[src/design/rifm_pkg.sv]
// Shared types and constants for the first-match IP route forwarder.
// Used by rifm_cell, rifm_chain and ip_route_first_match_forwarder.
package rifm_pkg;

  localparam int MAX_ROUTES = 16;
  localparam int CNT_W      = $clog2(MAX_ROUTES + 1);
  localparam int ADDR_W     = 32;
  localparam int TTL_W      = 8;
  localparam int SIZE_W     = 16;
  localparam int HLEN_W     = 8;

  typedef enum logic [1:0] {
    KIND_CLEAR = 2'd0,
    KIND_ADD   = 2'd1,
    KIND_UP    = 2'd2,
    KIND_DOWN  = 2'd3
  } kind_t;

  typedef enum logic [2:0] {
    ACT_DELIVER  = 3'd0,
    ACT_SEND     = 3'd1,
    ACT_TTL_DROP = 3'd2,
    ACT_UNREACH  = 3'd3,
    ACT_UPDATED  = 3'd4,
    ACT_FULL     = 3'd5
  } action_t;

  typedef enum logic [1:0] {
    REG_DEFAULT_TTL   = 2'd0,
    REG_HEADER_LENGTH = 2'd1,
    REG_BROADCAST     = 2'd2
  } reg_index_t;

  // Token walking the route chain. pos counts cells left before the write
  // slot (route add) or before the end of the used entries (lookup).
  typedef struct packed {
    logic              valid;
    logic              is_write;
    logic              done;
    logic [CNT_W-1:0]  pos;
    logic [ADDR_W-1:0] addr;
    logic [ADDR_W-1:0] mask;
    logic [ADDR_W-1:0] hop;
  } token_t;

endpackage

[src/design/rifm_cell.sv]
// One route table entry plus one token stage of the lookup chain.
// Depends on rifm_pkg.
module rifm_cell (
  input  logic             clk,
  input  logic             rst,
  input  rifm_pkg::token_t tok_in,
  output rifm_pkg::token_t tok_out
);

  logic [rifm_pkg::ADDR_W-1:0] net;
  logic [rifm_pkg::ADDR_W-1:0] netmask;
  logic [rifm_pkg::ADDR_W-1:0] hop;
  rifm_pkg::token_t            tok_next;
  logic                        write_hit;
  logic                        lookup_hit;

  assign write_hit = tok_in.valid && tok_in.is_write && !tok_in.done &&
                     (tok_in.pos == '0);
  assign lookup_hit = tok_in.valid && !tok_in.is_write && !tok_in.done &&
                      (tok_in.pos != '0) &&
                      ((tok_in.addr & netmask) == (net & netmask));

  always_comb begin
    tok_next = tok_in;
    if (tok_in.pos != '0) begin
      tok_next.pos = tok_in.pos - rifm_pkg::CNT_W'(1);
    end
    if (write_hit) begin
      tok_next.done = 1'b1;
    end
    if (lookup_hit) begin
      tok_next.done = 1'b1;
      tok_next.hop  = hop;
    end
  end

  always_ff @(posedge clk) begin
    if (write_hit) begin
      net     <= tok_in.addr;
      netmask <= tok_in.mask;
      hop     <= tok_in.hop;
    end
  end

  always_ff @(posedge clk) begin
    if (rst) begin
      tok_out.valid <= 1'b0;
    end else begin
      tok_out.valid <= tok_next.valid;
    end
    tok_out.is_write <= tok_next.is_write;
    tok_out.done     <= tok_next.done;
    tok_out.pos      <= tok_next.pos;
    tok_out.addr     <= tok_next.addr;
    tok_out.mask     <= tok_next.mask;
    tok_out.hop      <= tok_next.hop;
  end

endmodule

[src/design/rifm_chain.sv]
// Row of MAX_ROUTES route cells; a token advances one cell per cycle.
// Depends on rifm_pkg and rifm_cell.
module rifm_chain (
  input  logic             clk,
  input  logic             rst,
  input  rifm_pkg::token_t head,
  output rifm_pkg::token_t tail
);

  rifm_pkg::token_t link [0:rifm_pkg::MAX_ROUTES];

  assign link[0] = head;

  for (genvar i = 0; i < rifm_pkg::MAX_ROUTES; i++) begin : g_cell
    rifm_cell u_cell (
      .clk     (clk),
      .rst     (rst),
      .tok_in  (link[i]),
      .tok_out (link[i+1])
    );
  end

  assign tail = link[rifm_pkg::MAX_ROUTES];

endmodule

[src/design/ip_route_first_match_forwarder.sv]
// Static IP route table with first-match forwarding; top level.
// Depends on rifm_pkg and rifm_chain.
//
// One item is handled at a time. Clears, adds to a full table, deliveries
// and TTL drops go from the accept straight to the pending state, which
// loads the result register once the output is free. Route adds and route
// lookups first walk a chain of MAX_ROUTES cells, one cell per cycle. The
// next item is taken as soon as the result is in the output register,
// even if it is stalled.
// Configuration writes are always ready.
module ip_route_first_match_forwarder (
  input  logic                        clk,
  input  logic                        rst,
  // item input
  input  logic                        in_valid,
  output logic                        in_stall,
  input  logic [1:0]                  kind,
  input  logic [rifm_pkg::ADDR_W-1:0] route_destination,
  input  logic [rifm_pkg::ADDR_W-1:0] route_mask,
  input  logic [rifm_pkg::ADDR_W-1:0] route_gateway,
  input  logic [rifm_pkg::ADDR_W-1:0] packet_destination,
  input  logic [rifm_pkg::ADDR_W-1:0] arrived_hop,
  input  logic [rifm_pkg::TTL_W-1:0]  packet_ttl,
  input  logic [rifm_pkg::SIZE_W-1:0] packet_size,
  // result output
  output logic                        out_valid,
  input  logic                        out_stall,
  output logic [2:0]                  action,
  output logic [rifm_pkg::ADDR_W-1:0] chosen_hop,
  output logic [rifm_pkg::TTL_W-1:0]  ttl_out,
  output logic [rifm_pkg::SIZE_W-1:0] size_out,
  output logic [rifm_pkg::CNT_W-1:0]  route_count,
  // configuration
  input  logic                        cfg_valid,
  output logic                        cfg_ready,
  input  logic [1:0]                  cfg_index,
  input  logic [31:0]                 cfg_data
);

  typedef enum logic [1:0] {
    ST_IDLE,
    ST_WALK,
    ST_PEND
  } state_t;

  state_t                      state;
  logic [rifm_pkg::CNT_W-1:0]  entries_used;
  logic [rifm_pkg::TTL_W-1:0]  default_ttl;
  logic [rifm_pkg::HLEN_W-1:0] header_length;
  logic [rifm_pkg::ADDR_W-1:0] broadcast_address;

  rifm_pkg::action_t           pend_action;
  logic [rifm_pkg::ADDR_W-1:0] pend_hop;
  logic [rifm_pkg::TTL_W-1:0]  pend_ttl;
  logic [rifm_pkg::SIZE_W-1:0] pend_size;
  logic [rifm_pkg::CNT_W-1:0]  pend_count;

  rifm_pkg::action_t           item_action;
  logic [rifm_pkg::TTL_W-1:0]  item_ttl;
  logic [rifm_pkg::SIZE_W-1:0] item_size;
  logic [rifm_pkg::CNT_W-1:0]  item_count;
  logic                        item_walk;
  logic                        item_write;

  logic                        in_accept;
  logic                        out_take;
  logic                        out_free;
  logic                        out_load;
  logic                        table_full;
  logic                        deliver;
  logic [rifm_pkg::SIZE_W:0]   size_dn;
  logic [rifm_pkg::SIZE_W:0]   size_up;
  rifm_pkg::token_t            head;
  rifm_pkg::token_t            tail;

  assign in_stall   = (state != ST_IDLE);
  assign in_accept  = in_valid && !in_stall;
  assign out_take   = out_valid && !out_stall;
  assign out_free   = !out_valid || !out_stall;
  assign out_load   = (state == ST_PEND) && out_free;
  assign cfg_ready  = 1'b1;
  assign table_full = (entries_used == rifm_pkg::CNT_W'(rifm_pkg::MAX_ROUTES));
  assign deliver    = (packet_destination == arrived_hop) ||
                      (packet_destination == broadcast_address);

  // borrow bit set when the header is longer than the packet
  assign size_dn = {1'b0, packet_size} -
                   {{(rifm_pkg::SIZE_W + 1 - rifm_pkg::HLEN_W){1'b0}}, header_length};
  assign size_up = {1'b0, packet_size} +
                   {{(rifm_pkg::SIZE_W + 1 - rifm_pkg::HLEN_W){1'b0}}, header_length};

  always_comb begin
    item_action = rifm_pkg::ACT_UPDATED;
    item_ttl    = '0;
    item_size   = '0;
    item_count  = entries_used;
    item_walk   = 1'b0;
    item_write  = 1'b0;
    case (rifm_pkg::kind_t'(kind))
      rifm_pkg::KIND_CLEAR: begin
        item_count = '0;
      end
      rifm_pkg::KIND_ADD: begin
        if (table_full) begin
          item_action = rifm_pkg::ACT_FULL;
        end else begin
          item_count = entries_used + rifm_pkg::CNT_W'(1);
          item_walk  = 1'b1;
          item_write = 1'b1;
        end
      end
      rifm_pkg::KIND_UP: begin
        if (deliver) begin
          item_action = rifm_pkg::ACT_DELIVER;
          item_ttl    = packet_ttl;
          item_size   = size_dn[rifm_pkg::SIZE_W] ? '0 : size_dn[rifm_pkg::SIZE_W-1:0];
        end else begin
          item_size = packet_size;
          if (packet_ttl <= rifm_pkg::TTL_W'(1)) begin
            item_action = rifm_pkg::ACT_TTL_DROP;
          end else begin
            item_ttl  = packet_ttl - rifm_pkg::TTL_W'(1);
            item_walk = 1'b1;
          end
        end
      end
      rifm_pkg::KIND_DOWN: begin
        item_ttl  = default_ttl;
        item_size = size_up[rifm_pkg::SIZE_W] ? '1 : size_up[rifm_pkg::SIZE_W-1:0];
        item_walk = 1'b1;
      end
      default: begin
        item_action = rifm_pkg::ACT_UPDATED;
      end
    endcase
  end

  always_comb begin
    head.valid    = in_accept && item_walk;
    head.is_write = item_write;
    head.done     = 1'b0;
    head.pos      = entries_used;
    head.addr     = item_write ? route_destination : packet_destination;
    head.mask     = route_mask;
    head.hop      = item_write ? route_gateway : '0;
  end

  rifm_chain u_chain (
    .clk  (clk),
    .rst  (rst),
    .head (head),
    .tail (tail)
  );

  always_ff @(posedge clk) begin
    if (rst) begin
      state             <= ST_IDLE;
      out_valid         <= 1'b0;
      entries_used      <= '0;
      default_ttl       <= rifm_pkg::TTL_W'(32);
      header_length     <= rifm_pkg::HLEN_W'(20);
      broadcast_address <= '1;
    end else begin
      if (cfg_valid && cfg_ready) begin
        case (rifm_pkg::reg_index_t'(cfg_index))
          rifm_pkg::REG_DEFAULT_TTL:   default_ttl       <= cfg_data[rifm_pkg::TTL_W-1:0];
          rifm_pkg::REG_HEADER_LENGTH: header_length     <= cfg_data[rifm_pkg::HLEN_W-1:0];
          rifm_pkg::REG_BROADCAST:     broadcast_address <= cfg_data[rifm_pkg::ADDR_W-1:0];
          default: ;
        endcase
      end
      if (out_take && !out_load) begin
        out_valid <= 1'b0;
      end
      case (state)
        ST_IDLE: begin
          if (in_accept) begin
            entries_used <= item_count;
            pend_action  <= item_action;
            pend_hop     <= '0;
            pend_ttl     <= item_ttl;
            pend_size    <= item_size;
            pend_count   <= item_count;
            state        <= item_walk ? ST_WALK : ST_PEND;
          end
        end
        ST_WALK: begin
          if (tail.valid) begin
            if (!tail.is_write) begin
              pend_hop    <= tail.hop;
              pend_action <= (tail.hop != '0) ? rifm_pkg::ACT_SEND : rifm_pkg::ACT_UNREACH;
            end
            state <= ST_PEND;
          end
        end
        ST_PEND: begin
          if (out_free) begin
            out_valid   <= 1'b1;
            action      <= pend_action;
            chosen_hop  <= pend_hop;
            ttl_out     <= pend_ttl;
            size_out    <= pend_size;
            route_count <= pend_count;
            state       <= ST_IDLE;
          end
        end
        default: begin
          state <= ST_IDLE;
        end
      endcase
    end
  end

  // a token only leaves the chain while its item is waiting on it
  assert property (@(posedge clk) disable iff (rst)
    tail.valid |-> (state == ST_WALK))
    else $error("route chain token outside of a walk");

  assert property (@(posedge clk) disable iff (rst)
    entries_used <= rifm_pkg::CNT_W'(rifm_pkg::MAX_ROUTES))
    else $error("route count beyond table size");

  // a table clear, with no lookup and no write, goes straight to the result stage
  assert property (@(posedge clk) disable iff (rst)
    (in_accept && (kind == rifm_pkg::KIND_CLEAR)) |=> (state == ST_PEND))
    else $error("table clear did not complete at once");

endmodule
[config.mk]
export PLATFORM = sky130hd
export DESIGN_NAME = ip_route_first_match_forwarder
export DESIGN_NICKNAME = d
export VERILOG_FILES = /design/src/design/rifm_pkg.sv /design/src/design/rifm_cell.sv /design/src/design/rifm_chain.sv /design/src/design/ip_route_first_match_forwarder.sv
export SDC_FILE = /design/constraint.sdc
export NUM_CORES = 2
export LEC_CHECK = 0
export ABC_CLOCK_PERIOD_IN_PS = 11380
export BUFFER_PORTS_ARGS = -buffer_cell sky130_fd_sc_hd__buf_2
export CORE_MARGIN = 2
export CORE_UTILIZATION = 51
export CTS_BUF_LIST = sky130_fd_sc_hd__clkbuf_16
export DETAILED_ROUTE_END_ITERATION = 8
export PLACE_DENSITY = 0.67
export SLEW_MARGIN = 20
export SYNTH_ARGS = -nofsm -noshare
export SYNTH_HDL_FRONTEND = slang
export SYNTH_SLANG_ARGS = --single-unit
[constraint.sdc]
create_clock -name clk -period 11.38 [get_ports clk]
set_clock_uncertainty 0.15 [all_clocks]
set_input_delay 0.569 -clock clk [delete_from_list [all_inputs] [get_ports clk]]
set_output_delay 0.569 -clock clk [all_outputs]
set_load 0.05 [all_outputs]
==> results by group <==
Floorplanning
  – Top Ports: 292
  – Core outline area: 200000 µm²
  – Overall die height: 452 µm
  – Number of standard-cell rows in the floorplan: 164
  – Effective utilization at floorplan: 51.3%
  – Die X-Extent: 452 µm
  – Full die area: 205000 µm²

Synth
  – Library cell with the highest instance count after synthesis: edfxtp_1
  – Share of flip-flops with an asynchronous set or reset after synthesis: 0%
  – Proportion of synthesized area in mux cells: 5.56%
  – Synthesized-area fraction occupied by adder cells: 0.527%
  – Average cell area after synthesis: 17.4 µm²
  – Total of flip-flops plus latches after synthesis: 3314
  – Simple logic cell fraction of the synthesized area: 3.67%
  – Primary FF master, synth: edfxtp_1
  – Number of enable flip-flop cells after synthesis: 1664
  – Top cell types by occurrence after synthesis: edfxtp_1 (1664), dfxtp_1 (1650), xor2_1 (518)
  – Synth top area share: 48.7%
  – Cell types with the largest area share after synthesis: edfxtp_1 (49%), dfxtp_1 (32%), mux2_2 (5.2%)
  – Complex-gate fraction of the synthesized area: 3.22%
  – Combinational family with the most area after synthesis: multiplexers
  – Post-synth design cell area: 103000 µm²
  – Post-synth top area cell: edfxtp_1
  – Portion of the post-synthesis area used by sequential elements: 80.9%
  – Syn_nets: 6144
  – Post-synthesis share of cell area spent on xor and xnor gates: 5.39%
  – Cells after Synth: 5877
  – Number of distinct library cells after synthesis: 71
  – Warning count from the yosys run: 0

Pwr
  – Peak VDD IR: 0.000177 V
  – Leakage power summed over all cells: 0.0450 µW
  – Power density over cell area: 202 nW/µm²

Placement
  – Half-perimeter wire length after placement: 120 mm
  – Worst setup slack after placement: 6.53 ns
  – Buffers on Ports: 290
  – # placed instances: 8757
  – RD Place Congestion: 0.873

Worst setup path
  – Worst setup path end: u_chain.g_cell[0].u_cell.tok_out[5]
  – Required time worst endpoint: 12.04 ns
  – R2R Setup Slk: 6.91 ns
  – Chain of cells forming the critical path: inv_1, ha_1, a31o_2, buf_4, inv_2, buf_4, o2111ai_1, a2111oi_0, o2111ai_1, nor3_4, buf_6, a21o_1
  – Arrival @ worst endpoint: 5.12 ns
  – Worst setup path start: entries_used[0]
  – Startpoint-to-endpoint class of the critical path: reg2reg
  – Crit path capture type: flip-flop
  – Crit-path max cell delay: 0.56 ns
  – Critical path peak fanout: 41
  – Critical Path Source Type: flip-flop
  – End of the worst register-to-register path: u_chain.g_cell[0].u_cell.tok_out[5]
  – Slowest CP cell: nor3_4
  – Worst Reg-to-Reg Cells: 12
  – Reg2Reg Launch Point: entries_used[0]

Layout
  – Layout Nets: 6883
  – Final design utilization: 59.6%
  – Post-route non-filler standard cell count: 9529
  – Share of post-route cells with drive strength above 1: 18.5%
  – Signed area change from the synthesized netlist to the final layout: 16.1%

Global route
  – Wire length of the first global-routing pass: 269 mm
  – Maximum number of pins on one net before global-route repair: 65
  – Vias in the first global route: 47000
  – Initial antenna violation count: 21
  – GRT Total Usage: 16.9%
  – Final global-route overflow total: 0

Routing
  – Starting DRT DRC Count: 2604
  – Avg Vias per Cell: 4.88
  – Average wire per cell in the routed design: 18.3 µm
  – # DRC: 0
  – Vias: 46500
  – Count of nets left with antenna violations after detail routing: 0
  – Drt total wl: 174 mm
  – DRT Pass-1 Iters: 7

CTS
  – Clock latency on the worst-skew pair: 0.91 ns
  – H-Tree Level Count: 5
  – CTS tree: yes
  – Clock Sink Count: 3314
  – Clock-pin slew reported for the worst setup and hold paths after clock tree synthesis: 0.06 ns
  – Root Buffer Master: clkbuf_16
  – CTS max path bufs: 4
  – Number of CTS-inserted buffers: 323

Flow run
  – Maxcap violations: 0

STA
  – Part of the cycle the worst path needs: 39.3%
  – Worst rel slew slack: 26.1%
  – Fin crit period: 4.47 ns
  – Hold violation count in the final report: 0
  – Pin slew with the least headroom to its limit: 1.08 ns
  – Setup TNS Final: 0 ns
  – RSZ-0062 raised after global routing: false
  – Total count of max-transition violations in the final report: 0
  – Fmax achieved: 224 MHz
  – Least setup slack across all paths after layout: 6.91 ns
  – Total of endpoints with negative setup slack in the final report: 0

Status
  – Run status: finished, final reports clean

Min path
  – Kind of path behind the tightest hold check: in2reg
## final cells by class
class,count,area (µm²)
tap,2656,3320
inverter,75,282
multi-input combinational,2376,18900
antenna,13,32.5
timing repair buffer,526,3700
sequential,3314,83000
clock buffer,329,8230
fill,14800,80800
clock inverter,240,1580
## critical path, delay by kind of cell (launching register included)
kind,cells,cell delay (ns)
buffers and inverters,5,1.63
AO/OA/AOI/OAI,5,1.30
AND/OR/NAND/NOR,1,0.56
flip-flops,1,0.40
adder cells (fa/ha/maj),1,0.28
## repair_timing
| action | 4_1_cts | 5_1_grt |
|---|---|---|
| hold endpoints to repair | 266 | 0 |
| setup endpoints to repair | 0 | 0 |
| buffers inserted | 0 | 0 |
| gates resized for setup | 0 | 0 |
| hold buffers | 190 | 0 |
## report_power, final
group	total (µW)	internal (µW)	switching (µW)
logic	945	453	492
registers	13400	13000	342
clock network	9780	5670	4110
total	24100	19100	4940
## metrics by stage
stage	hold WS [ns]	instance area [µm²]	power, µW
after CTS	0.000656	119000	24300
after global routing	0.0462	119000	25000
after global placement	0.183	107000	14400
after detailed placement	0.183	107000	14500
after floorplan	0.177	103000	14100
final	0.0686	119000	24100
## registers in the layout, summed over array words and instances, names as in the netlist, 8 cells and up
name                           count
size_out                          16
header_length                      8
chosen_hop                        32
pend_ttl                           8
pend_size                         16
ttl_out                            8
broadcast_address                 32
u_chain.g_cell.u_cell.hop        512
pend_hop                          32
u_chain.g_cell.u_cell.tok_out   1594
default_ttl                        8
u_chain.g_cell.u_cell.netmask    512
u_chain.g_cell.u_cell.net        512
## placed cells by master, fill, tap and decap left out, types with 46 or more instances in the layout
cell type	netlist	layout
nor2_1	94	91
a22o_1	49	49
dlygate4sd3_1	0	190
nand3_1	73	73
nor3_1	48	46
mux2_2	478	478
a221oi_1	59	59
nand4_1	52	52
dfxtp_1	1650	1650
nand2_1	281	281
buf_2	5	290
a22oi_1	136	135
xor2_1	518	518
clkbuf_16	0	329
clkinv_2	0	52
and2_1	68	68
edfxtp_1	1664	1664
clkinv_1	2	73
inv_1	71	152
xnor2_1	113	113
## how the worst min path moves through the flow
stage,endpoint,cells after the start,start
final,pend_size[10],3,packet_size[9]
after global routing,pend_size[9],3,packet_size[9]
after CTS,pend_size[9],3,packet_size[9]
after detailed placement,u_chain.g_cell[9].u_cell.tok_out[52],0,u_chain.g_cell[8].u_cell.tok_out[52]
after global placement,u_chain.g_cell[5].u_cell.tok_out[33],0,u_chain.g_cell[4].u_cell.tok_out[33]
after floorplan,u_chain.g_cell[10].u_cell.tok_out[32],0,u_chain.g_cell[9].u_cell.tok_out[32]
## cells by family (layout without fill, tap and decap cells)
logic type / count (synthesis) / after routing
muxes: 509 / 509
DFF: 3314 / 3314
xor gates and xnor gates: 631 / 631
AOI/OAI and AO/OA: 439 / 439
buffers and inverters: 187 / 1170
adders and majority gates: 42 / 42
other: 1 / 14
and+or+nand+nor: 754 / 754
## metal layers
layer | routed length (µm) | up-vias | global-route usage, %
met3 | 9010 | 400 | 3.41
met2 | 82500 | 1019 | 27.8
met5 | 88 | - | 0
li1 | - | 22900 | -
met1 | 76300 | 22200 | 22.0
met4 | 6180 | 16 | 6.65
Note: power is estimated with default switching activity, not from simulation.
